--- config.mk ---
export PLATFORM = sky130hd
export DESIGN_NAME = bbf_ctrl
export DESIGN_NICKNAME = d
export VERILOG_FILES = /design/src/rtl/core/bbf_pkg.sv /design/src/rtl/core/bbf_ctrl.sv
export SDC_FILE = /design/constraint.sdc
export NUM_CORES = 1
export LEC_CHECK = 0
export ABC_AREA = 1
export BUFFER_PORTS_ARGS = -buffer_cell sky130_fd_sc_hd__clkbuf_2
export CAP_MARGIN = 20
export CORE_AREA = 2 2 39 41
export CTS_BUF_LIST = sky130_fd_sc_hd__clkbuf_16
export DETAILED_ROUTE_END_ITERATION = 16
export DIE_AREA = 0 0 41 43
export GPL_TIMING_DRIVEN = 0
export HOLD_SLACK_MARGIN = 0.15
export PLACE_DENSITY = 0.61
export RECOVER_POWER = 100
export SYNTH_ARGS = -nofsm -noshare
export SYNTH_HDL_FRONTEND = slang
export SYNTH_SLANG_ARGS = --single-unit
--- constraint.sdc ---
create_clock -name clk -period 1.7 [get_ports clk]
set_input_delay 0.085 -clock clk [delete_from_list [all_inputs] [get_ports clk]]
set_output_delay 0.085 -clock clk [all_outputs]
set_load 0.05 [all_outputs]
--- src/rtl/core/bbf_pkg.sv ---
`timescale 1ns / 1ps

package bbf_pkg;

	// Field widths
	localparam int HASH_W    = 64;
	localparam int FUNC_W    = 2;
	localparam int SLOT_W    = 12;
	localparam int SHIFT_W   = 4;
	localparam int WORDS_W   = 13;
	localparam int APB_AW    = 3;
	localparam int APB_DW    = 32;

	// Operation codes
	localparam logic [FUNC_W-1:0] FUNC_INSERT = 2'd0;
	localparam logic [FUNC_W-1:0] FUNC_QUERY  = 2'd1;
	localparam logic [FUNC_W-1:0] FUNC_CLEAR  = 2'd2;
	localparam logic [FUNC_W-1:0] FUNC_LOAD   = 2'd3;

	// Register indexes (paddr[2])
	localparam logic REG_SHIFT = 1'b0;
	localparam logic REG_WORDS = 1'b1;

	// Register reset values
	localparam logic [SHIFT_W-1:0] SHIFT_RST = 4'd12;
	localparam logic [WORDS_W-1:0] WORDS_RST = 13'd4096;

	// Modulo unit: quotient bits retired per cycle and division steps per item
	localparam int DIV_BITS   = 8;
	localparam int DIV_STEPS  = HASH_W / DIV_BITS;
	localparam int DIV_STEP_W = $clog2(DIV_STEPS);

	localparam logic [HASH_W-1:0] ALL_ONES = {HASH_W{1'b1}};

	// Controller to datapath
	typedef struct packed {
		logic latch;
		logic div_step;
		logic sweep;
		logic upd;
		logic pat_wr;
		logic finish;
	} cmd_t;

	// Datapath to controller
	typedef struct packed {
		logic sweep_last;
		logic div_last;
	} sts_t;

endpackage

--- src/rtl/core/bbf_ctrl.sv ---
`timescale 1ns / 1ps

module bbf_ctrl (
	input  logic                       clk,
	input  logic                       arst_n,
	input  logic                       start,
	input  logic [bbf_pkg::FUNC_W-1:0] func,
	input  bbf_pkg::sts_t              sts,
	output bbf_pkg::cmd_t              cmd,
	output logic                       busy
);

	typedef enum logic [6:0] {
		ST_INIT  = 7'b0000001,
		ST_IDLE  = 7'b0000010,
		ST_DIV   = 7'b0000100,
		ST_RD    = 7'b0001000,
		ST_UPD   = 7'b0010000,
		ST_LOAD  = 7'b0100000,
		ST_CLEAR = 7'b1000000
	} state_t;

	state_t state_q, state_nx;

	// Next state
	always_comb begin
		state_nx = state_q;
		unique case (state_q)
			ST_INIT: begin
				if (sts.sweep_last) state_nx = ST_IDLE;
			end
			ST_IDLE: begin
				if (start) begin
					unique case (func) inside
						bbf_pkg::FUNC_INSERT, bbf_pkg::FUNC_QUERY: state_nx = ST_DIV;
						bbf_pkg::FUNC_CLEAR: state_nx = ST_CLEAR;
						default: state_nx = ST_LOAD;
					endcase
				end
			end
			ST_DIV: begin
				if (sts.div_last) state_nx = ST_RD;
			end
			ST_RD:   state_nx = ST_UPD;
			ST_UPD:  state_nx = ST_IDLE;
			ST_LOAD: state_nx = ST_IDLE;
			ST_CLEAR: begin
				if (sts.sweep_last) state_nx = ST_IDLE;
			end
			default: state_nx = ST_INIT;
		endcase
	end

	always_ff @(posedge clk or negedge arst_n) begin
		if (!arst_n) begin
			state_q <= ST_INIT;
		end else begin
			state_q <= state_nx;
		end
	end

	// Decode commands from state
	always_comb begin
		cmd          = '0;
		cmd.latch    = (state_q == ST_IDLE) && start;
		cmd.div_step = (state_q == ST_DIV);
		cmd.sweep    = (state_q == ST_INIT) || (state_q == ST_CLEAR);
		cmd.upd      = (state_q == ST_UPD);
		cmd.pat_wr   = (state_q == ST_LOAD);
		cmd.finish   = (state_q == ST_UPD) || (state_q == ST_LOAD) ||
			((state_q == ST_CLEAR) && sts.sweep_last);
	end

	assign busy = (state_q != ST_IDLE);

endmodule

==> impl_metrics.json <==
{
  "synth_xor_area_frac": 0,
  "grtUsageMet3": 0.04712,
  "met1_usage": 0.1700,
  "grt-busiest-layer": "met2",
  "netlist_instances": 74,
  "numCtsBuffers": 3,
  "clk_pin_slew_worst_paths_ns": 0.03,
  "syn_area_um2": 484.2,
  "gp_congestion": 0.7148,
  "overflow": 0,
  "arrival_ns": 1.74,
  "final_cell_mix": "nand2_1, inv_1, clkbuf_2",
  "relSlewSlack": 0.7606,
  "io_pins": 14,
  "htreeDepth": 1,
  "grt_pass1_vias": 437,
  "synth-seq-area-share": 0.3643,
  "path_class": "reg -> reg",
  "numPortBuffers": 13,
  "max_cap_violations": 0,
  "nets": 103,
  "worstSetupEndpointType": "flop",
  "critical_path_required_ns": 1.86,
  "grt_pass1_wl_mm": 1.649,
  "routed_via_density": 4.486,
  "use_met2": 0.2156,
  "grt_setup_unrepaired": "false",
  "slowest_stage": "dlygate4sd3_1",
  "p_leak_nw": 0.4014,
  "synth-compound-area-share": 0.01034,
  "fmax_mhz": 633.9,
  "status": "finished clean",
  "ant_nets": 0,
  "synthAdderAreaFrac": 0,
  "fin_crit_sh": 0.9279,
  "root_buffer": "clkbuf_16",
  "period_needed_ns": 1.577,
  "powerDensity_nw_per_um2": 1681,
  "wl_um": 972,
  "dr_total_vias": 498,
  "holdPathStages": 4,
  "avgSynthCellArea_um2": 6.543,
  "route.detailed.drc": 0,
  "ctsLongestPathBuffers": 2,
  "drive_above_1_share": 0.2632,
  "wire_per_inst_um": 8.757,
  "grt_use_total": 0.1431,
  "top_regs": "state_q: 7 flops",
  "final_area_um2": 673.1,
  "cp_cell_sequence": "inv_2 > nand2_1 > nor2_4 > nand4_1 > dlygate4sd3_1 > nor2_1",
  "core_um2": 1384,
  "syn2layout_area_growth_pct": 39.02,
  "largest_reg_flops": 7,
  "yosys-mux-area-fraction": 0,
  "hp-class": "in -> reg",
  "synth_cell_types": 15,
  "maxSlewViolCount": 0,
  "synth_nets": 81,
  "die_h_um": 43,
  "final_common_cell": "nand2_1",
  "largest-register": "state_q",
  "cp_max_fo": 6,
  "place_area_um2": 578.1,
  "ir_drop_mv": 0.9787,
  "clock_latency_ns": 0.23,
  "critPathMaxStageDelay_ns": 0.57,
  "worst_r2r_path_depth": 6,
  "cp-startpoint": "state_q[6]",
  "rr_endpoint": "state_q[5]",
  "hpwl_um": 791.2,
  "yosysWarningCount": 0,
  "grt_max_degree": 8,
  "drtPass1Iterations": 3,
  "startpoint_type": "flop",
  "cts_setup_buffers": 0,
  "start_util": 0.3499,
  "finalClockSkew_ns": 0.0003131,
  "rrSetupSlack_ns": 0.12,
  "final-hold-violation-count": 0,
  "synth_top_family_by_area": "simple AND/OR/NAND/NOR gates",
  "die_x_um": 41,
  "antenna_found_initial": 0,
  "n_antenna_cell": 0,
  "setup_viol": 0,
  "worstMarginPinSlew_ns": 0.3591,
  "synthSimpleGateAreaFrac": 0.5090,
  "cts_tree": "done",
  "design.die.area_um2": 1763,
  "yosys_register_bits": 7,
  "drt_iter0_drc": 9,
  "num_rows": 14,
  "cts.sinks": 7,
  "reg2reg_from": "state_q[6]",
  "cp-endpoint": "state_q[5]",
  "setup_tns_ns": 0
}
critical path, delay by kind of cell, from the launching register on:
kind,cells,cell delay [ns]
flops,1,0.39
simple gates,4,0.46
buf+inv,2,0.65
per-stage QoR:
stage	util	cells	total power [mW]	worst slack (ns)	hold WS, ns
2_1_floorplan	-	74	0.6743	0.006795	-0.2106
3_3_place_gp	0.4177	103	0.7737	0.2958	-0.07255
3_5_place_dp	0.4177	103	0.7805	0.2857	-0.07117
4_1_cts	0.5036	111	1.189	0.03471	0.1552
5_1_grt	0.4864	111	1.214	0.006550	0.1811
6_report	0.4864	111	1.131	0.1226	0.1524
Yosys cell counts, drive strengths merged:
library cell   n  area (um2)
nand3         10       50.05
o21ai          1       5.000
nand4          1       6.260
nand3b         1       7.510
inv           15       56.30
dfrtp          6       150.1
nor2          15       66.32
nor3           1       5.000
dfstp          1       26.28
nand2         23       111.4
power by group:
part,switching (mW),internal [mW],total [mW],leakage [nW]
sequential,0.0303,0.215,0.245,0.0925
combinational,0.359,0.136,0.495,0.267
clock,0.0861,0.306,0.392,0.0423
cells by family after synthesis:
| logic type | Yosys count |
|---|---|
| compound gates | 1 |
| flops | 7 |
| simple gates | 51 |
| buf+inv | 15 |
cell type report:
class	count	area, um2
fill	142	710.7
multi-input combinational	52	237.7
sequential	7	176.4
timing repair buffer	17	103.9
clock buffer	3	75.07
inverter	15	56.30
tap	16	20.02
clock inverter	1	3.754
routing by layer:
metal | vias up | share of wire
li1 | 266 | -
met1 | 215 | 0.45
met5 | - | 0
met3 | 2 | 0.058
met2 | 15 | 0.47
met4 | 0 | 0.024
timing repair:
| item | CTS | global route |
|---|---|---|
| endpoints found under the setup margin | 0 | 1 |
| hold buffers | 4 | 0 |
| endpoints found under the hold margin | 10 | 0 |
| resized for setup | 0 | 1 |
how the worst min path moves through the flow:
| stage | from | to | slack (ns) |
|---|---|---|---|
| 4_1_cts | start | state_q[1] | 0.16 |
| 5_1_grt | start | state_q[1] | 0.18 |
| 3_5_place_dp | arst_n | state_q[4] | -0.07 |
| 3_3_place_gp | arst_n | state_q[4] | -0.07 |
| 6_report | start | state_q[1] | 0.15 |
| 2_1_floorplan | arst_n | state_q[1] | -0.21 |
Power figures use the tool's default switching activity.
